### src/rtl/crpw_pkg.sv
// crpw_pkg: shared types, codes and constants of the clipped rectangle pixel writer
// no dependencies; used by every module of the block
`default_nettype none

package crpw_pkg;

    localparam int ADDR_W     = 32;
    localparam int COLOR_W    = 16;
    localparam int LIMIT_W    = 10;
    localparam int SHIFT_W    = 4;
    localparam int ACTION_W   = 3;
    localparam int MASK_W     = 8;
    localparam int CFG_DATA_W = 32;
    localparam int CFG_IDX_W  = 2;

    localparam int COORD_BITS_DEF = 10;

    localparam logic [ADDR_W-1:0]  FRAME_BASE_RST = '0;
    localparam logic [LIMIT_W-1:0] X_LIMIT_RST    = LIMIT_W'(320);
    localparam logic [LIMIT_W-1:0] Y_LIMIT_RST    = LIMIT_W'(240);
    localparam logic [SHIFT_W-1:0] ROW_SHIFT_RST  = SHIFT_W'(9);

    typedef enum logic [ACTION_W-1:0] {
        ACT_PIXEL  = 3'd0,
        ACT_FILL   = 3'd1,
        ACT_HLINE  = 3'd2,
        ACT_BITMAP = 3'd3,
        ACT_STEP   = 3'd4
    } t_action;

    typedef enum logic [1:0] {
        MODE_NONE   = 2'd0,
        MODE_FILL   = 2'd1,
        MODE_HLINE  = 2'd2,
        MODE_BITMAP = 2'd3
    } t_mode;

    typedef enum logic [1:0] {
        ST_OK    = 2'd0,
        ST_OOB   = 2'd1,
        ST_EMPTY = 2'd2,
        ST_IDLE  = 2'd3
    } t_status;

    typedef enum logic [CFG_IDX_W-1:0] {
        CFG_FRAME_BASE = 2'd0,
        CFG_X_LIMIT    = 2'd1,
        CFG_Y_LIMIT    = 2'd2,
        CFG_ROW_SHIFT  = 2'd3
    } t_cfg_idx;

    typedef struct packed {
        logic [ADDR_W-1:0]  frame_base;
        logic [LIMIT_W-1:0] x_limit;
        logic [LIMIT_W-1:0] y_limit;
        logic [SHIFT_W-1:0] row_shift;
    } t_cfg;

    typedef struct packed {
        t_status            status;
        logic               write_enable;
        logic [ADDR_W-1:0]  pixel_address;
        logic [COLOR_W-1:0] pixel_color;
        logic               last;
    } t_result;

endpackage

`default_nettype wire

### src/rtl/clipped_rect_pixel_writer.sv
// clipped_rect_pixel_writer: an accepted item goes from the input register
// through decode and run logic into the result register
// throughput 1 item per cycle when not stalled; run state updates once per item
// reset: synchronous active low; clears pipeline valids and the active run,
// loads frame_base 0, x_limit 320, y_limit 240, row_shift 9
// depends on crpw_pkg, crpw_cfg_regs, crpw_engine, crpw_addr_gen
`default_nettype none

module clipped_rect_pixel_writer #(
    parameter int COORD_BITS = crpw_pkg::COORD_BITS_DEF
) (
    input  wire logic                             i_clk,
    input  wire logic                             i_rst_n,
    input  wire logic                             i_cfg_we,
    input  wire logic [crpw_pkg::CFG_IDX_W-1:0]   i_cfg_index,
    input  wire logic [crpw_pkg::CFG_DATA_W-1:0]  i_cfg_data,
    input  wire logic                             i_in_valid,
    output logic                                  o_in_stall,
    input  wire logic [crpw_pkg::ACTION_W-1:0]    i_action,
    input  wire logic [COORD_BITS-1:0]            i_pos_x,
    input  wire logic [COORD_BITS-1:0]            i_pos_y,
    input  wire logic [COORD_BITS-1:0]            i_extent_w,
    input  wire logic [COORD_BITS-1:0]            i_extent_h,
    input  wire logic [crpw_pkg::COLOR_W-1:0]     i_color,
    input  wire logic [crpw_pkg::MASK_W-1:0]      i_mask_value,
    output logic                                  o_out_valid,
    input  wire logic                             i_out_stall,
    output logic [1:0]                            o_status,
    output logic                                  o_write_enable,
    output logic [crpw_pkg::ADDR_W-1:0]           o_pixel_address,
    output logic [crpw_pkg::COLOR_W-1:0]          o_pixel_color,
    output logic                                  o_last
);

    crpw_pkg::t_cfg    cfg;
    crpw_pkg::t_result eng_result;

    logic                          r_in_vld;
    logic [crpw_pkg::ACTION_W-1:0] r_action;
    logic [COORD_BITS-1:0]         r_pos_x, r_pos_y, r_extent_w, r_extent_h;
    logic [crpw_pkg::COLOR_W-1:0]  r_color;
    logic [crpw_pkg::MASK_W-1:0]   r_mask_value;
    logic                          r_out_vld;
    crpw_pkg::t_result             r_result;

    logic out_free;
    logic fire;
    logic in_take;

    assign out_free   = !r_out_vld || !i_out_stall;
    assign fire       = r_in_vld && out_free;
    assign o_in_stall = r_in_vld && !out_free;
    assign in_take    = i_in_valid && !o_in_stall;

    crpw_cfg_regs u_cfg_regs (
        .i_clk       (i_clk),
        .i_rst_n     (i_rst_n),
        .i_cfg_we    (i_cfg_we),
        .i_cfg_index (i_cfg_index),
        .i_cfg_data  (i_cfg_data),
        .o_cfg       (cfg)
    );

    crpw_engine #(
        .COORD_BITS (COORD_BITS)
    ) u_engine (
        .i_clk        (i_clk),
        .i_rst_n      (i_rst_n),
        .i_fire       (fire),
        .i_cfg        (cfg),
        .i_action     (r_action),
        .i_pos_x      (r_pos_x),
        .i_pos_y      (r_pos_y),
        .i_extent_w   (r_extent_w),
        .i_extent_h   (r_extent_h),
        .i_color      (r_color),
        .i_mask_value (r_mask_value),
        .o_result     (eng_result)
    );

    // input register
    always_ff @(posedge i_clk) begin
        if (!i_rst_n) begin
            r_in_vld <= 1'b0;
        end else if (!o_in_stall) begin
            r_in_vld <= i_in_valid;
        end
    end

    always_ff @(posedge i_clk) begin
        if (in_take) begin
            r_action     <= i_action;
            r_pos_x      <= i_pos_x;
            r_pos_y      <= i_pos_y;
            r_extent_w   <= i_extent_w;
            r_extent_h   <= i_extent_h;
            r_color      <= i_color;
            r_mask_value <= i_mask_value;
        end
    end

    // result register
    always_ff @(posedge i_clk) begin
        if (!i_rst_n) begin
            r_out_vld <= 1'b0;
        end else if (fire) begin
            r_out_vld <= 1'b1;
        end else if (!i_out_stall) begin
            r_out_vld <= 1'b0;
        end
    end

    always_ff @(posedge i_clk) begin
        if (fire) begin
            r_result <= eng_result;
        end
    end

    assign o_out_valid     = r_out_vld;
    assign o_status        = r_result.status;
    assign o_write_enable  = r_result.write_enable;
    assign o_pixel_address = r_result.pixel_address;
    assign o_pixel_color   = r_result.pixel_color;
    assign o_last          = r_result.last;

`ifndef ASSERT_OFF
    a_we_only_ok: assert property (@(posedge i_clk) disable iff (!i_rst_n)
        (r_out_vld && r_result.write_enable) |-> (r_result.status == crpw_pkg::ST_OK))
        else $error("pixel write with non-ok status");

    a_no_write_zero: assert property (@(posedge i_clk) disable iff (!i_rst_n)
        (r_out_vld && !r_result.write_enable)
        |-> (r_result.pixel_address == '0 && r_result.pixel_color == '0))
        else $error("address or color not zero without a write");

    a_idle_not_last: assert property (@(posedge i_clk) disable iff (!i_rst_n)
        (r_out_vld && r_result.status == crpw_pkg::ST_IDLE) |-> !r_result.last)
        else $error("last flagged with no command active");

    a_stall_holds_item: assert property (@(posedge i_clk) disable iff (!i_rst_n)
        o_in_stall |=> r_in_vld)
        else $error("input stage lost an item under stall");
`endif

endmodule

`default_nettype wire

### src/rtl/crpw_cfg_regs.sv
// crpw_cfg_regs: configuration registers written through a plain write port
// depends on crpw_pkg
`default_nettype none

module crpw_cfg_regs (
    input  wire logic                             i_clk,
    input  wire logic                             i_rst_n,
    input  wire logic                             i_cfg_we,
    input  wire logic [crpw_pkg::CFG_IDX_W-1:0]   i_cfg_index,
    input  wire logic [crpw_pkg::CFG_DATA_W-1:0]  i_cfg_data,
    output crpw_pkg::t_cfg                        o_cfg
);

    crpw_pkg::t_cfg r_cfg;

    always_ff @(posedge i_clk) begin
        if (!i_rst_n) begin
            r_cfg.frame_base <= crpw_pkg::FRAME_BASE_RST;
            r_cfg.x_limit    <= crpw_pkg::X_LIMIT_RST;
            r_cfg.y_limit    <= crpw_pkg::Y_LIMIT_RST;
            r_cfg.row_shift  <= crpw_pkg::ROW_SHIFT_RST;
        end else if (i_cfg_we) begin
            case (crpw_pkg::t_cfg_idx'(i_cfg_index))
                crpw_pkg::CFG_FRAME_BASE: begin
                    r_cfg.frame_base <= i_cfg_data[crpw_pkg::ADDR_W-1:0];
                end
                crpw_pkg::CFG_X_LIMIT: begin
                    r_cfg.x_limit <= i_cfg_data[crpw_pkg::LIMIT_W-1:0];
                end
                crpw_pkg::CFG_Y_LIMIT: begin
                    r_cfg.y_limit <= i_cfg_data[crpw_pkg::LIMIT_W-1:0];
                end
                crpw_pkg::CFG_ROW_SHIFT: begin
                    r_cfg.row_shift <= i_cfg_data[crpw_pkg::SHIFT_W-1:0];
                end
                default: begin
                    r_cfg <= r_cfg;
                end
            endcase
        end
    end

    assign o_cfg = r_cfg;

endmodule

`default_nettype wire

### src/rtl/crpw_addr_gen.sv
// crpw_addr_gen: frame buffer byte address base + 2*((y << shift) + x), modulo 2^32
// depends on crpw_pkg
`default_nettype none

module crpw_addr_gen #(
    parameter int COORD_BITS = crpw_pkg::COORD_BITS_DEF
) (
    input  wire logic [COORD_BITS:0]               i_x,
    input  wire logic [COORD_BITS:0]               i_y,
    input  wire logic [crpw_pkg::SHIFT_W-1:0]      i_shift,
    input  wire logic [crpw_pkg::ADDR_W-1:0]       i_base,
    output logic      [crpw_pkg::ADDR_W-1:0]       o_addr
);

    logic [crpw_pkg::ADDR_W-1:0] row_ofs;
    logic [crpw_pkg::ADDR_W-1:0] pix_ofs;

    assign row_ofs = crpw_pkg::ADDR_W'(i_y) << i_shift;
    assign pix_ofs = row_ofs + crpw_pkg::ADDR_W'(i_x);
    assign o_addr  = i_base + {pix_ofs[crpw_pkg::ADDR_W-2:0], 1'b0};

endmodule

`default_nettype wire

### src/rtl/crpw_engine.sv
// crpw_engine: command decode, clipping, run state and per-item result
// depends on crpw_pkg and crpw_addr_gen
`default_nettype none

module crpw_engine #(
    parameter int COORD_BITS = crpw_pkg::COORD_BITS_DEF
) (
    input  wire logic                              i_clk,
    input  wire logic                              i_rst_n,
    input  wire logic                              i_fire,
    input  wire crpw_pkg::t_cfg                    i_cfg,
    input  wire logic [crpw_pkg::ACTION_W-1:0]     i_action,
    input  wire logic [COORD_BITS-1:0]             i_pos_x,
    input  wire logic [COORD_BITS-1:0]             i_pos_y,
    input  wire logic [COORD_BITS-1:0]             i_extent_w,
    input  wire logic [COORD_BITS-1:0]             i_extent_h,
    input  wire logic [crpw_pkg::COLOR_W-1:0]      i_color,
    input  wire logic [crpw_pkg::MASK_W-1:0]       i_mask_value,
    output crpw_pkg::t_result                      o_result
);

    localparam int S = COORD_BITS + 1;
    localparam int W = ((COORD_BITS > crpw_pkg::LIMIT_W) ? COORD_BITS : crpw_pkg::LIMIT_W) + 1;

    crpw_pkg::t_mode              r_mode, n_mode;
    logic [S-1:0]                 r_cur_x, n_cur_x;
    logic [S-1:0]                 r_cur_y, n_cur_y;
    logic [S-1:0]                 r_row_start_x, n_row_start_x;
    logic [S-1:0]                 r_run_end_x, n_run_end_x;
    logic [S-1:0]                 r_clip_end_x, n_clip_end_x;
    logic [S-1:0]                 r_run_end_y, n_run_end_y;
    logic [crpw_pkg::COLOR_W-1:0] r_color, n_color;

    crpw_pkg::t_action act;
    logic [W-1:0] px_w, py_w, ew_w, eh_w, xl_w, yl_w;
    logic [W-1:0] sum_x, sum_y, clip_x, clip_y;
    logic [W-1:0] hl_a, hl_b, hl_bc;
    logic         pt_oob, rect_empty, hl_oob, mask_pos;
    logic [S-1:0] step_nx, step_ny;
    logic         step_wrap, step_end, step_we;
    logic [S-1:0] ag_x, ag_y;
    logic [crpw_pkg::ADDR_W-1:0] ag_addr;

    assign act  = crpw_pkg::t_action'(i_action);
    assign px_w = W'(i_pos_x);
    assign py_w = W'(i_pos_y);
    assign ew_w = W'(i_extent_w);
    assign eh_w = W'(i_extent_h);
    assign xl_w = W'(i_cfg.x_limit);
    assign yl_w = W'(i_cfg.y_limit);

    // rectangle bounds, exclusive and clipped
    assign sum_x      = px_w + ew_w;
    assign sum_y      = py_w + eh_w;
    assign clip_x     = (sum_x < xl_w) ? sum_x : xl_w;
    assign clip_y     = (sum_y < yl_w) ? sum_y : yl_w;
    assign pt_oob     = (px_w >= xl_w) || (py_w >= yl_w);
    assign rect_empty = (i_extent_w == '0) || (i_extent_h == '0);

    // line ends ordered, far end clipped inclusive
    assign hl_a   = (px_w > ew_w) ? ew_w : px_w;
    assign hl_b   = (px_w > ew_w) ? px_w : ew_w;
    assign hl_bc  = (hl_b < (xl_w - W'(1))) ? hl_b : (xl_w - W'(1));
    assign hl_oob = (hl_a >= xl_w) || (py_w >= yl_w);

    assign mask_pos = (i_mask_value != '0) && !i_mask_value[crpw_pkg::MASK_W-1];

    // run walk
    assign step_nx   = r_cur_x + S'(1);
    assign step_ny   = r_cur_y + S'(1);
    assign step_wrap = step_nx >= r_run_end_x;
    assign step_end  = step_wrap && (step_ny >= r_run_end_y);
    assign step_we   = (r_cur_x < r_clip_end_x)
                       && ((r_mode != crpw_pkg::MODE_BITMAP) || mask_pos);

    assign ag_x = (act == crpw_pkg::ACT_STEP) ? r_cur_x : S'(i_pos_x);
    assign ag_y = (act == crpw_pkg::ACT_STEP) ? r_cur_y : S'(i_pos_y);

    crpw_addr_gen #(
        .COORD_BITS (COORD_BITS)
    ) u_addr_gen (
        .i_x     (ag_x),
        .i_y     (ag_y),
        .i_shift (i_cfg.row_shift),
        .i_base  (i_cfg.frame_base),
        .o_addr  (ag_addr)
    );

    // next state
    always_comb begin
        n_mode        = r_mode;
        n_cur_x       = r_cur_x;
        n_cur_y       = r_cur_y;
        n_row_start_x = r_row_start_x;
        n_run_end_x   = r_run_end_x;
        n_clip_end_x  = r_clip_end_x;
        n_run_end_y   = r_run_end_y;
        n_color       = r_color;
        case (act)
            crpw_pkg::ACT_PIXEL: begin
                n_mode = crpw_pkg::MODE_NONE;
            end
            crpw_pkg::ACT_FILL, crpw_pkg::ACT_BITMAP: begin
                n_mode = crpw_pkg::MODE_NONE;
                if (!pt_oob && !rect_empty) begin
                    n_mode        = (act == crpw_pkg::ACT_FILL) ? crpw_pkg::MODE_FILL
                                                                 : crpw_pkg::MODE_BITMAP;
                    n_cur_x       = S'(i_pos_x);
                    n_cur_y       = S'(i_pos_y);
                    n_row_start_x = S'(i_pos_x);
                    n_clip_end_x  = S'(clip_x);
                    n_run_end_x   = (act == crpw_pkg::ACT_BITMAP) ? S'(sum_x) : S'(clip_x);
                    n_run_end_y   = S'(clip_y);
                    n_color       = i_color;
                end
            end
            crpw_pkg::ACT_HLINE: begin
                n_mode = crpw_pkg::MODE_NONE;
                if (!hl_oob) begin
                    n_mode        = crpw_pkg::MODE_HLINE;
                    n_cur_x       = S'(hl_a);
                    n_cur_y       = S'(i_pos_y);
                    n_row_start_x = S'(hl_a);
                    n_run_end_x   = S'(hl_bc) + S'(1);
                    n_clip_end_x  = S'(hl_bc) + S'(1);
                    n_run_end_y   = S'(i_pos_y) + S'(1);
                    n_color       = i_color;
                end
            end
            crpw_pkg::ACT_STEP: begin
                if (r_mode != crpw_pkg::MODE_NONE) begin
                    n_cur_x = step_wrap ? r_row_start_x : step_nx;
                    if (step_wrap) begin
                        n_cur_y = step_ny;
                    end
                    if (step_end) begin
                        n_mode = crpw_pkg::MODE_NONE;
                    end
                end
            end
            default: begin
                n_mode = r_mode;
            end
        endcase
    end

    // result
    always_comb begin
        o_result        = '0;
        o_result.status = crpw_pkg::ST_OK;
        case (act)
            crpw_pkg::ACT_PIXEL: begin
                o_result.last = 1'b1;
                if (pt_oob) begin
                    o_result.status = crpw_pkg::ST_OOB;
                end else begin
                    o_result.write_enable  = 1'b1;
                    o_result.pixel_address = ag_addr;
                    o_result.pixel_color   = i_color;
                end
            end
            crpw_pkg::ACT_FILL, crpw_pkg::ACT_BITMAP: begin
                if (pt_oob) begin
                    o_result.status = crpw_pkg::ST_OOB;
                    o_result.last   = 1'b1;
                end else if (rect_empty) begin
                    o_result.status = crpw_pkg::ST_EMPTY;
                    o_result.last   = 1'b1;
                end
            end
            crpw_pkg::ACT_HLINE: begin
                if (hl_oob) begin
                    o_result.status = crpw_pkg::ST_OOB;
                    o_result.last   = 1'b1;
                end
            end
            crpw_pkg::ACT_STEP: begin
                if (r_mode == crpw_pkg::MODE_NONE) begin
                    o_result.status = crpw_pkg::ST_IDLE;
                end else begin
                    o_result.last = step_end;
                    if (step_we) begin
                        o_result.write_enable  = 1'b1;
                        o_result.pixel_address = ag_addr;
                        o_result.pixel_color   = r_color;
                    end
                end
            end
            default: begin
                o_result.status = crpw_pkg::ST_IDLE;
            end
        endcase
    end

    always_ff @(posedge i_clk) begin
        if (!i_rst_n) begin
            r_mode <= crpw_pkg::MODE_NONE;
        end else if (i_fire) begin
            r_mode <= n_mode;
        end
    end

    always_ff @(posedge i_clk) begin
        if (i_fire) begin
            r_cur_x       <= n_cur_x;
            r_cur_y       <= n_cur_y;
            r_row_start_x <= n_row_start_x;
            r_run_end_x   <= n_run_end_x;
            r_clip_end_x  <= n_clip_end_x;
            r_run_end_y   <= n_run_end_y;
            r_color       <= n_color;
        end
    end

endmodule

`default_nettype wire

### config.mk
export PLATFORM = sky130hd
export DESIGN_NAME = clipped_rect_pixel_writer
export DESIGN_NICKNAME = d
export VERILOG_FILES = /design/src/rtl/crpw_pkg.sv /design/src/rtl/clipped_rect_pixel_writer.sv /design/src/rtl/crpw_cfg_regs.sv /design/src/rtl/crpw_addr_gen.sv /design/src/rtl/crpw_engine.sv
export SDC_FILE = /design/constraint.sdc
export NUM_CORES = 1
export LEC_CHECK = 0
export ABC_CLOCK_PERIOD_IN_PS = 14600
export BUFFER_PORTS_ARGS = -buffer_cell sky130_fd_sc_hd__buf_2
export CAP_MARGIN = 30
export CORE_ASPECT_RATIO = 0.9
export CORE_MARGIN = 5
export CORE_UTILIZATION = 45
export CTS_CLUSTER_DIAMETER = 120
export CTS_CLUSTER_SIZE = 30
export DETAILED_ROUTE_END_ITERATION = 10
export SYNTH_ARGS = -nofsm -noshare
export SYNTH_HDL_FRONTEND = slang
export SYNTH_SLANG_ARGS = --single-unit
### constraint.sdc
create_clock -name i_clk -period 14.6 [get_ports i_clk]
set_clock_uncertainty 0.15 [all_clocks]
set_input_delay 2.92 -clock i_clk [delete_from_list [all_inputs] [get_ports i_clk]]
set_output_delay 2.92 -clock i_clk [all_outputs]
set_load 0.01 [all_outputs]
# After elaboration in Yosys (flattened, before gate mapping)
# Cells that the tools add are included.
dict set report totals {
  in_bits 106
  output_inout_bits 54
  elab_cells 150
  rom_bits 0
  ramBits 0
  memories 0
  latchBits 0
  reg_bits 261
}
dict set report classes {
  n_div 0
  n_addsub 9
  magnitude_cmp 10
  muxes 52
  n_mul 0
  reduce_logical 38
  shift 1
  n_eq_ne 14
  n_bitwise 0
}
# operator n
set ops {}
lappend ops {{two-way mux 11 bit} 19}
lappend ops {{two-way mux 49 bit} 2}
lappend ops {{case mux 49 bit (2 select lines)} 1}
lappend ops {{case mux 11 bit (2 select lines)} 4}
lappend ops {{case mux 11 bit (3 select lines)} 2}
lappend ops {{two-way mux 50 bit} 1}
lappend ops {{adder 11 x 1 -> 11 bit, second input constant} 3}
lappend ops {{adder 32 bit} 1}
lappend ops {{two-way mux 16 bit} 2}
lappend ops {{case mux 16 bit (2 select lines)} 1}
lappend ops {{adder 31 x 11 -> 31 bit} 1}
lappend ops {{left shift 11 x 4 -> 31 bit} 1}
lappend ops {{adder 10 x 10 -> 11 bit} 2}
lappend ops {{>= comparator 11 bit} 2}
lappend ops {{less-than comparator 11 x 10 -> 1 bit} 2}
lappend ops {{less-than comparator 11 bit} 2}
lappend ops {{>= comparator 10 bit} 2}
lappend ops {{zero test 10 bit} 2}
lappend ops {{two-way mux 10 bit} 2}
lappend ops {{two-way mux 2 bit} 8}
lappend ops {{case mux 2 bit (4 select lines)} 2}
lappend ops {{adder 10 x 1 -> 11 bit, second input constant} 1}
lappend ops {{>= comparator 11 x 10 -> 1 bit} 1}
lappend ops {{subtractor 10 x 1 -> 11 bit, second input constant} 1}
lappend ops {{24 further kinds} 59}

# Longest topological paths before layout
# Gate-level depths: netlist of run 1.
dict set report logic_depth {
  word_depth 8
  depth_mapped 27
  ltp_nobuf 24
}

# Modules after synthesis
# Synthesis of run 1 repeated with hierarchy kept, for this count alone.
dict set report unflattened {
  cells_unflattened 1892
  area_unflattened_um2 18353.9
}
# mod cells_per_inst seq_area_each_um2 area_per_inst_um2 instances
set by_module_without_submodules {}
lappend by_module_without_submodules {crpw_engine 1112 2472.4 9312.7 1}
lappend by_module_without_submodules {clipped_rect_pixel_writer 127 3613.5 3657.3 1}
lappend by_module_without_submodules {crpw_addr_gen 420 0.0 3126.7 1}
lappend by_module_without_submodules {crpw_cfg_regs 233 1121.1 2257.2 1}

# Worst setup path before layout of run 1
# OpenSTA, ideal clock, no wires.
dict set report synth_path {
  kind {reg2reg}
  start {register r_pos_x[5]}
  end {register u_engine.r_clip_end_x[0] (enable)}
  arrival_ps 8124
  setup_ps 549
  path_buffers 2
  period_less_slack_ps 8823
  setup_slack_ps 5777
  required_time_ps 13901
  path_stages_with_launch 18
  cell_sequence {edfxtp_1 -> ha_1 -> a21oi_1 -> o21ai_1 -> a2111oi_4 -> nor2_1 -> buf_2 -> buf_2 -> a21oi_1 -> ha_1 -> nand2b_1 -> a21o_1 -> a21oi_1 -> o21ai_0 -> a31o_2 -> a2111oi_0 -> nor2_1 -> nor3_1}
}
dict set report synth_via {
  elab_chain_cells 6
  elab_cells_between_ends 11
  cone_classes {order compare (3); eq/ne (2); mux (1); reduce/logical (5)}
}
# element line
set synth_lines {}
lappend synth_lines {{from (decl)} clipped_rect_pixel_writer.sv:40} ;# logic [COORD_BITS-1:0] r_pos_x, r_pos_y, r_extent_w, r_extent_h;
lappend synth_lines {{from (signal assigned)} clipped_rect_pixel_writer.sv:93} ;# r_pos_x <= i_pos_x;
lappend synth_lines {{greater-than comparator 10 bit or >= comparator 10 bit (tied branches)} {crpw_engine.sv:61, crpw_engine.sv:57}}
lappend synth_lines {{two-way mux 10 bit or logical OR 1 bit (tied branches)} {crpw_engine.sv:61, crpw_engine.sv:57}}
lappend synth_lines {{>= comparator 11 x 10 -> 1 bit or zero test 1 bit (tied branches)} {crpw_engine.sv:64, crpw_engine.sv:105}}
lappend synth_lines {{logical OR 1 bit or logical AND 1 bit (tied branches)} {crpw_engine.sv:64, crpw_engine.sv:105}}
lappend synth_lines {{!= test 2 bit (no line) or != test 2 x 1 -> 1 bit (tied branches)} --}
lappend synth_lines {{AND reduction 4 bit (no line) (*)} --}
lappend synth_lines {{to (signal assigned)} crpw_engine.sv:209} ;# r_clip_end_x <= n_clip_end_x;
lappend synth_lines {{to (decl)} crpw_engine.sv:30} ;# logic [S-1:0] r_clip_end_x, n_clip_end_x;
# Mark *: on every way between the ends. The rest lies on a longest branch, timed or not.
# A chain may end at the register's enable or synchronous reset.

==> results by group, run 1 <==
Synthesis
  – Synth Warn #: 0
  – Largest family of logic cells by synthesized area: compound AO/OA/AOI/OAI gates
  – Post-synthesis simple-gate area fraction: 15.2%
  – Synth Flop Type: edfxtp_1
  – Async set-or-reset flop fraction in the synthesized netlist: 0%
  – Synth Area in Compound Gates: 16.6%
  – Post-synthesis mux area share: 6.42%
  – Cell Area, Synth: 17,700 µm²
  – Synth cell types: 86
  – EDFF count, synth: 200
  – Sequential area share after synthesis: 40.8%
  – Adder-cell share of the synthesized area: 12.0%
  – Flops & latches, synth: 260
  – Cells after synthesis: 1,800
  – Synth Area per Inst: 9.82 µm²
  – XOR/XNOR Fraction of Synth Area: 4.90%
  – Syn nets: 2,073

Hold path
  – Hold Crit Class: reg -> reg

STA
  – FMAX: 0.147 GHz
  – Slew Limit Headroom: 34.1%
  – Final hold vios: 0
  – Worst-Margin Slew: 0.986 ns
  – Setup TNS: 0 ns
  – RSZ-0062 raised after global routing: false
  – Tmin final: 6.79 ns
  – Setup Viol. Count Final: 0
  – Tcrit/Tclk final: 46.5%
  – Max Slew Vio Count: 0

Global routing
  – Pin count of the biggest net entering global routing: 68
  – Vias in the first global route: 13,748
  – Gr usage total: 22.6%
  – Initial antenna violation count: 3
  – First-pass GRT wire length: 78,200 µm
  – Overflow after GRT: 0

Critical path
  – Worst setup path category: reg -> reg
  – Worst path cell trace: or3b_4 -> mux4_2 -> a21oi_1 -> nor2_1 -> ha_1 -> a21oi_1 -> o211ai_1 -> and3_1 -> o21a_1 -> and4_1 -> xor2_1 -> ha_1 -> and3_1 -> and2_1 -> a221oi_1 -> o211ai_1 -> a211oi_1 -> o31ai_1 -> xnor2_1 -> nor2_1
  – Crit start category: flop
  – Buf/Inv on CP: 0
  – Crit path max-delay family: compound AO/OA/AOI/OAI gates
  – Worst path required time: 14.71 ns
  – Worst Path Arrival: 6.90 ns
  – Crit. End Element: flop
  – CP max-delay cell: or3b_4
  – R2r setup slk: 7.81 ns
  – Worst path max stage delay: 0.78 ns
  – CP Max Fanout: 48

Clock network
  – CTS tree: done
  – Clock-pin slew on the worst setup and hold paths: 0.12 ns
  – Clock buffer depth: 3
  – Post-CTS Setup Inserts: 0
  – CTS Hold Bufs: 0
  – Cts repair resizes: 0
  – CTS buffer count: 12
  – CTS sink count: 260
  – Htree depth: 1
  – Worst-Skew Late Latency: 0.51 ns
  – CTS Root Cell: clkbuf_16

Detailed routing
  – DRT iter0 DRCs: 1,434
  – Drt wl/cell: 20.4 µm
  – DR pass1 iterations: 5
  – Routed vias: 14,048
  – WL final: 49,900 µm
  – Post-DRT Antenna Nets: 0
  – Drc violations: 0
  – Via-per-instance ratio: 5.73

Floorplan
  – Chip width: 219 µm
  – Starting Density: 45.8%
  – Io pins: 160
  – Die extent in y: 198 µm
  – Core area: 38,600 µm²
  – Row Count: 68
  – Die area: 43,400 µm²

Final layout
  – Design area: 19,400 µm²
  – Area growth, synth to finish: 9.69%
  – Most common cell after layout, fill and taps aside: nand2_1
  – Layout cells sized above 1: 12.8%
  – Multi-input gate area: 9780 µm²
  – Most frequent cells in the layout: nand2_1 (232), edfxtp_1 (200), ha_1 (163)
  – Finished Layout Cells: 2,452
  – Reg area: 7210 µm²
  – Final net count: 2,194
  – FILL cells: 3,655
  – Ant diodes: 0

Place
  – GP Congestion: 0.944
  – Placed instance area: 19,000 µm²
  – Port Buffer Count: 159
  – Final HPWL DP: 38,700 µm
  – Placed insts: 2,432

Flow run
  – Max cap viols: 0

Outcome
  – Outcome: finished clean

Power
  – Power Dens Cells: 87.9 nW/µm²
  – LEAKAGE: 8.09 nW
  – Maximum VDD drop: 0.0779 mV
[logic make-up after synthesis]
logic type / after synthesis
flops: 260
xor+xnor: 99
buf+inv: 184
simple gates: 562
fa+ha+maj: 167
other cells: 1
mux: 98
compound gates: 429
[worst register-to-register path: stages (launching register included)]
cell and delay [ns]:
edfxtp_1 0.65, or3b_4 0.78, mux4_2 0.64, a21oi_1 0.41, nor2_1 0.14, ha_1 0.34, a21oi_1 0.27, o211ai_1 0.16
and3_1 0.22, o21a_1 0.20, and4_1 0.23, xor2_1 0.16, ha_1 0.33, and3_1 0.21, and2_1 0.18, a221oi_1 0.36
o211ai_1 0.21, a211oi_1 0.52, o31ai_1 0.18, xnor2_1 0.16, nor2_1 0.05
[flip-flops by register name, summed over array words and instances (netlist names), 2 cells and up]
| name | count |
|---|---|
| r_extent_w | 10 |
| u_engine.r_run_end_y | 11 |
| r_color | 16 |
| o_status | 2 |
| o_pixel_address | 32 |
| u_engine.r_clip_end_x | 11 |
| r_extent_h | 10 |
| u_engine.r_row_start_x | 10 |
| u_engine.r_run_end_x | 11 |
| o_pixel_color | 16 |
| u_cfg_regs.o_cfg | 56 |
| u_engine.r_cur_y | 11 |
| u_engine.r_mode | 2 |
| u_engine.r_color | 16 |
| r_pos_y | 10 |
| r_mask_value | 8 |
| u_engine.r_cur_x | 11 |
| r_pos_x | 10 |
| r_action | 3 |
[layer usage]
metal / share of wire (%) / GRT usage (%) / vias to the layer above
met5: 0 / 0 / -
met1: 49 / 35.3 / 6647
met3: 7.7 / 3.27 / 56
met4: 1.9 / 4.33 / 0
li1: - / - / 6837
met2: 42 / 33.5 / 508
[cell usage after synthesis (all sizes together), types with 6 or more instances]
library cell,count,area [µm²]
nand2,233,877
edfxtp,200,6010
ha,163,2040
inv,109,409
nor2,106,398
a21oi,85,425
o21ai,85,425
mux2i,77,771
xnor2,66,578
dfxtp,60,1200
clkbuf,58,218
nand3,52,260
a21boi,43,323
a21o,37,278
xor2,33,289
a211oi,29,223
nor3,26,140
o211ai,25,188
nor2b,23,144
nand4,20,131
and3,18,113
nand2b,18,113
a22o,17,149
buf,17,93.8
nor4,16,115
o21a,15,113
o221ai,13,114
mux2,11,124
mux4,10,240
o21bai,10,75.1
and2,9,56.3
o22ai,8,56.3
or3,8,50.1
a211o,7,61.3
a31oi,7,43.8
a2111oi,6,71.3
[per-stage QoR]
stage | utilization [%] | total power [mW] | hold WS (ns) | setup WS (ns)
final | 50.2 | 1.70 | 0.314 | 7.81
after detailed placement | 49.3 | 1.31 | 0.291 | 7.94
after floorplan | - | 1.17 | 0.277 | 5.78
after CTS | 50.2 | 1.72 | 0.314 | 7.85
after global routing | 50.2 | 1.80 | 0.326 | 7.29
after global placement | 49.2 | 1.30 | 0.284 | 8.09
[layout make-up]
| cell class | count | share of cell area, % |
|---|---|---|
| Tap cell | 525 | 3.39 |
| Sequential cell | 260 | 37.2 |
| Multi-Input combinational cell | 1356 | 50.4 |
| Inverter | 109 | 2.11 |
| Clock inverter | 1 | 0.0452 |
| Clock buffer | 19 | 1.85 |
| Timing Repair Buffer | 182 | 5.03 |
[where the power goes]
part,internal [mW],total (mW),leakage [nW],switching [mW]
sequential,0.832,0.861,2.37,0.0290
clock,0.174,0.407,0.178,0.234
combinational,0.175,0.437,5.54,0.261
total,1.18,1.70,8.09,0.524
[worst paths after layout]
path               startpoint                  end  depth (start not counted)
setup reg to reg  r_action[2]  o_pixel_address[28]                         20
hold / removal     r_color[4]  u_engine.r_color[4]                          0
setup / recovery  r_action[2]  o_pixel_address[28]                         20
hold reg to reg    r_color[4]  u_engine.r_color[4]                          0
Power figures use the tool's default switching activity.
==> inputs of run 2 (changes only) <==
- ABC_CLOCK_PERIOD_IN_PS: 14600 -> 6000
- PLACE_DENSITY: unset -> 0.66
- clock period: 14.6 -> 6 ns (I/O delays scaled with it)
==> run 2 against run 1 <==
Net effect:
- combinational power rose to 2.6 times the previous value
- die area unchanged
- cell count up 2.3%
- via count up 3.3%
- highest routed layer unchanged
- sequential share of layout area down 1.0 points
- clock-buffer cell count down 1
==> results by group, run 2 (synthesis gave the netlist of run 1 again) <==
Outcome
  – Outcome: finished clean

Critical path
  – Levels on crit path: 22
  – Worst path cell trace: inv_1 -> ha_1 -> a21oi_1 -> o21ai_1 -> a2111oi_4 -> nor2_1 -> buf_4 -> a21oi_1 -> inv_1 -> ha_1 -> nand4_1 -> nor3b_1 -> o211a_1 -> o31ai_2 -> and2_1 -> mux2i_1 -> ha_1 -> nand3_1 -> xnor2_1 -> o21ai_0 -> mux2i_1 -> mux2i_1
  – Worst Path Arrival: 5.88 ns
  – Crit. End Element: flop
  – Reg2Reg Depth: 22
  – Buf/Inv on CP: 3
  – CP max-delay cell: a2111oi_4
  – Worst path required time: 6.18 ns
  – Crit start category: flop
  – CP Max Fanout: 8
  – Worst setup path category: reg -> reg
  – Worst path max stage delay: 0.60 ns
  – R2r setup slk: 0.30 ns
  – Crit path max-delay family: compound AO/OA/AOI/OAI gates

Clock network
  – CTS buffer count: 13
  – Htree depth: 1
  – CTS Root Cell: clkbuf_16
  – CTS tree: done
  – CTS sink count: 260
  – Worst-Skew Late Latency: 0.52 ns
  – Clock-pin slew on the worst setup and hold paths: 0.12 ns
  – Clock buffer depth: 3

Detailed routing
  – Post-DRT Antenna Nets: 0
  – DRT iter0 DRCs: 1,215
  – DR pass1 iterations: 6
  – WL final: 49,500 µm
  – Met2 wire length: 21,600 µm
  – Drt wl/cell: 19.8 µm
  – DR top layer: met4
  – Drc violations: 0
  – Met3 WL: 4270 µm
  – Met1 wire length: 22,900 µm
  – Via-per-instance ratio: 5.79
  – Routed vias: 14,511

Floorplan
  – Chip width: 219 µm
  – Starting Density: 45.8%
  – Io pins: 160
  – Die area: 43,400 µm²
  – Core area: 38,600 µm²
  – Die extent in y: 198 µm
  – Row Count: 68

Final layout
  – Multi-input gate area: 9860 µm²
  – Final net count: 2,250
  – Layout cells sized above 1: 15.9%
  – Design area: 20,000 µm²
  – Most common cell after layout, fill and taps aside: nand2_1
  – Area growth, synth to finish: 12.9%
  – Ant diodes: 0
  – Largest register FFs: 56
  – Reg area: 7210 µm²
  – Most frequent cells in the layout: nand2_1 (232), edfxtp_1 (200), ha_1 (163)
  – FILL cells: 3,556

STA
  – Minimum hold slack: 0.313 ns
  – Post-route worst setup slack: 0.299 ns
  – FMAX: 0.175 GHz
  – Max Slew Vio Count: 0
  – Final hold vios: 0
  – Slew Limit Headroom: 31.9%
  – Tmin final: 5.70 ns
  – Worst-Margin Slew: 1.02 ns
  – Tcrit/Tclk final: 95.0%
  – Setup Viol. Count Final: 0

Place
  – Port Buffer Count: 159
  – GP Congestion: 0.930
  – Final HPWL DP: 39,300 µm
  – Placed instance area: 19,500 µm²
  – DP Worst Slack: 0.121 ns

Global routing
  – Pin count of the biggest net entering global routing: 54
  – First-pass GRT wire length: 75,700 µm
  – Initial antenna violation count: 0
  – Overflow after GRT: 0
  – Vias in the first global route: 13,782
  – Gr usage total: 21.8%

Power
  – LEAKAGE: 8.39 nW
  – Maximum VDD drop: 0.270 mV
  – Power Dens Cells: 213 nW/µm²

Flow run
  – Max cap viols: 0

Hold path
  – Hold Crit Class: reg -> reg
  – Number of cells on the worst hold path: 0
[run 2: cell types whose count changed in the layout (fill, tap and decap cells not counted), sizes merged]
| cell | before | now |
|---|---|---|
| buf | 182 | 236 |
| clkinv | 0 | 1 |
| inv | 110 | 111 |
[run 2: path summary, 6_finish.rpt]
check / startpoint / to
max: r_extent_w[3] / u_engine.r_clip_end_x[4]
min: r_color[2] / u_engine.r_color[2]
max reg2reg: r_extent_w[3] / u_engine.r_clip_end_x[4]
min reg2reg: r_color[2] / u_engine.r_color[2]
[run 2: final cells by class]
class	count	share of cell area, %
Multi-Input combinational cell	1356	49.4
Timing Repair Buffer	237	7.18
Tap cell	525	3.29
Clock buffer	18	1.72
Clock inverter	3	0.219
Sequential cell	260	36.1
Inverter	109	2.05
[run 2: where the power goes]
part           switching [mW]  internal, mW  leakage, nW  total [mW]
Combinational           0.674         0.473         5.83        1.15
Sequential             0.0488          2.02         2.37        2.07
Clock                   0.594         0.427        0.187        1.02
[run 2: timing repair]
action                                 in CTS  in global routing
endpoints found under the hold margin       0                  0
hold buffers                                0                  0
setup buffers                               0                  5
setup endpoints to repair                   0                 13
gates resized for setup                     0                 18
[run 2: layer usage]
metal | GRT usage, % | vias up
li1 | - | 6952
met1 | 32.6 | 6916
met2 | 33.9 | 582
met3 | 3.76 | 61
met4 | 3.44 | 0
met5 | 0 | -
[run 2: stage by stage]
stage	utilization [%]	TNS (ns)	power (mW)	instances
6_report	51.7	0	4.24	2508
5_1_grt	51.7	-0.00964	4.46	2508
4_1_cts	51.4	0	4.25	2502
3_5_place_dp	50.4	0	3.23	2481
3_3_place_gp	50.3	0	3.20	2480
2_1_floorplan	-	0	2.86	1800
==> inputs of run 3 (changes only) <==
- CELL_PAD_IN_SITES_DETAIL_PLACEMENT: unset -> 0
- CELL_PAD_IN_SITES_GLOBAL_PLACEMENT: unset -> 1
- CORE_UTILIZATION: 45 -> 43
- PLACE_DENSITY: 0.66 -> unset
- PLACE_DENSITY_LB_ADDON: unset -> 0.1
==> run 3 against run 2 <==
Net effect:
- global-route usage is 0.43 points higher
- combinational power hardly changed
- first-iteration DRC count is 4.3% lower
- utilization is 2.4 points lower
- cell area is 0.37% higher
- maximum frequency is 1.3% lower
- setup slack worse by 0.074 ns
- sequential share of layout area is 0.13 points lower
- register-to-register slack worse by 0.07 ns
- total power is 0.19% higher
- sequential cell count stayed put
- clock-buffer cell count is 1 lower
- critical path type unchanged
==> results by group, run 3 (synthesis gave the netlist of run 1 again) <==
Clock network
  – Clock-pin slew on the worst setup and hold paths: 0.11 ns
  – Htree depth: 1
  – CTS sink count: 260
  – Worst-Skew Late Latency: 0.51 ns
  – CTS Root Cell: clkbuf_16
  – CTS buffer count: 13
  – CTS Hold Bufs: 0
  – CTS tree: done
  – Clock buffer depth: 3

Critical path
  – CP max-delay cell: or3b_4
  – Most used cell, CP: nor2_1
  – Worst setup path category: reg -> reg
  – Worst path max stage delay: 0.50 ns
  – Levels on crit path: 23
  – Worst Path Arrival: 5.88 ns
  – Worst path required time: 6.10 ns
  – Crit. End Element: flop
  – Buf/Inv on CP: 2
  – Reg2Reg Depth: 23
  – Crit path max-delay family: compound AO/OA/AOI/OAI gates
  – Worst path cell trace: or3b_4 -> mux4_2 -> mux2_2 -> nor2_1 -> a211oi_1 -> ha_1 -> o21a_1 -> nor2_1 -> nor3_2 -> o31ai_2 -> buf_4 -> nor2_1 -> xor2_1 -> ha_1 -> and3_4 -> and2_1 -> a221oi_2 -> o211ai_1 -> a211oi_2 -> buf_4 -> o31ai_1 -> xnor2_1 -> nor2_1
  – CP Max Fanout: 8
  – Crit start category: flop

Detailed routing
  – DR pass1 iterations: 5
  – WL final: 51,700 µm
  – Post-DRT Antenna Nets: 0
  – Routed vias: 14,321
  – Drt wl/cell: 20.4 µm
  – DRT iter0 DRCs: 1,163
  – Drc violations: 0
  – Via-per-instance ratio: 5.65

Final layout
  – Final net count: 2,259
  – FILL cells: 3,852
  – Most frequent cells in the layout: nand2_1 (232), edfxtp_1 (200), ha_1 (162)
  – Layout cells sized above 1: 16.8%
  – Fin util: 49.3%
  – Most common cell after layout, fill and taps aside: nand2_1
  – Design area: 20,000 µm²
  – Largest register FFs: 56
  – Area growth, synth to finish: 13.3%
  – Finished Layout Cells: 2,533

Place
  – Placed instance area: 19,500 µm²
  – Placed insts: 2,501
  – Final HPWL DP: 40,400 µm
  – GP Congestion: 0.903
  – DP Worst Slack: -0.00667 ns
  – Port Buffer Count: 159

STA
  – Tmin final: 5.78 ns
  – Setup Viol. Count Final: 0
  – Max Slew Vio Count: 0
  – Tcrit/Tclk final: 96.3%
  – Final hold vios: 0
  – Post-route worst setup slack: 0.225 ns
  – Worst-Margin Slew: 0.944 ns
  – FMAX: 0.173 GHz
  – Slew Limit Headroom: 36.8%
  – RSZ-0062 raised after global routing: true

Floorplan
  – Core area: 40,600 µm²
  – Starting Density: 43.5%
  – Io pins: 160
  – Row Count: 70
  – Die extent in y: 202 µm
  – Chip width: 224 µm
  – Die area: 45,300 µm²

Outcome
  – Outcome: finished clean

Hold path
  – Number of cells on the worst hold path: 0
  – Hold Crit Class: reg -> reg

Power
  – Power, Total: 4.25 mW
  – LEAKAGE: 8.41 nW
  – Maximum VDD drop: 0.206 mV
  – Power Dens Cells: 212 nW/µm²

Global routing
  – Vias in the first global route: 13,883
  – First-pass GRT wire length: 79,900 µm
  – Pin count of the biggest net entering global routing: 61
  – Overflow after GRT: 0
  – Initial antenna violation count: 1
  – Gr usage total: 22.2%

Flow run
  – Max cap viols: 0
run 3: changes by cell type in the layout (fill, tap and decap cells not counted), sizes merged:
cell | previous run | this run
buf | 236 | 246
clkbuf | 19 | 17
clkinv | 1 | 2
diode | 0 | 1
run 3: power by group:
part	total, mW	switching, mW	internal (mW)
clock network	1.02	0.600	0.425
logic	1.15	0.671	0.478
registers	2.07	0.0515	2.02
run 3: area by class of cell:
cell class	count	area, µm²	area share, %
diodes	1	2.50	0.0125
clock inverters	4	50.0	0.250
flip-flops and latches	260	7210	36.0
multi-input cells	1356	9870	49.3
clock buffers	17	340	1.70
well taps	540	676	3.37
repair buffers	246	1470	7.36
inverters	109	409	2.04
run 3: path summary, 6_finish.rpt:
check / start / to / slack, ns
setup / recovery: r_action[0] / o_pixel_address[28] / 0.22
hold / removal: r_color[13] / u_engine.r_color[13] / 0.31
setup reg to reg: r_action[0] / o_pixel_address[28] / 0.22
hold reg to reg: r_color[13] / u_engine.r_color[13] / 0.31
run 3: stage by stage:
step,hold WS [ns],TNS (ns)
finish,0.311,0
detailed placement,0.286,-0.00667
floorplan,0.277,0
global placement,0.283,0
global route,0.332,-0.412
CTS,0.313,0
run 3: routing by layer:
metal	track usage (%)	part of all wire, %
met3	3.09	5.3
met2	33.8	43
met4	4.27	1.9
met1	33.8	50
met5	0	0
run 3: repair_timing:
| action | in CTS | in global routing |
|---|---|---|
| buffers inserted | 2 | 8 |
| cloned | 0 | 0 |
| pin swaps | 0 | 9 |
| gates resized for setup | 0 | 25 |
| endpoints found under the hold margin | 0 | 0 |
| endpoints found under the setup margin | 5 | 18 |
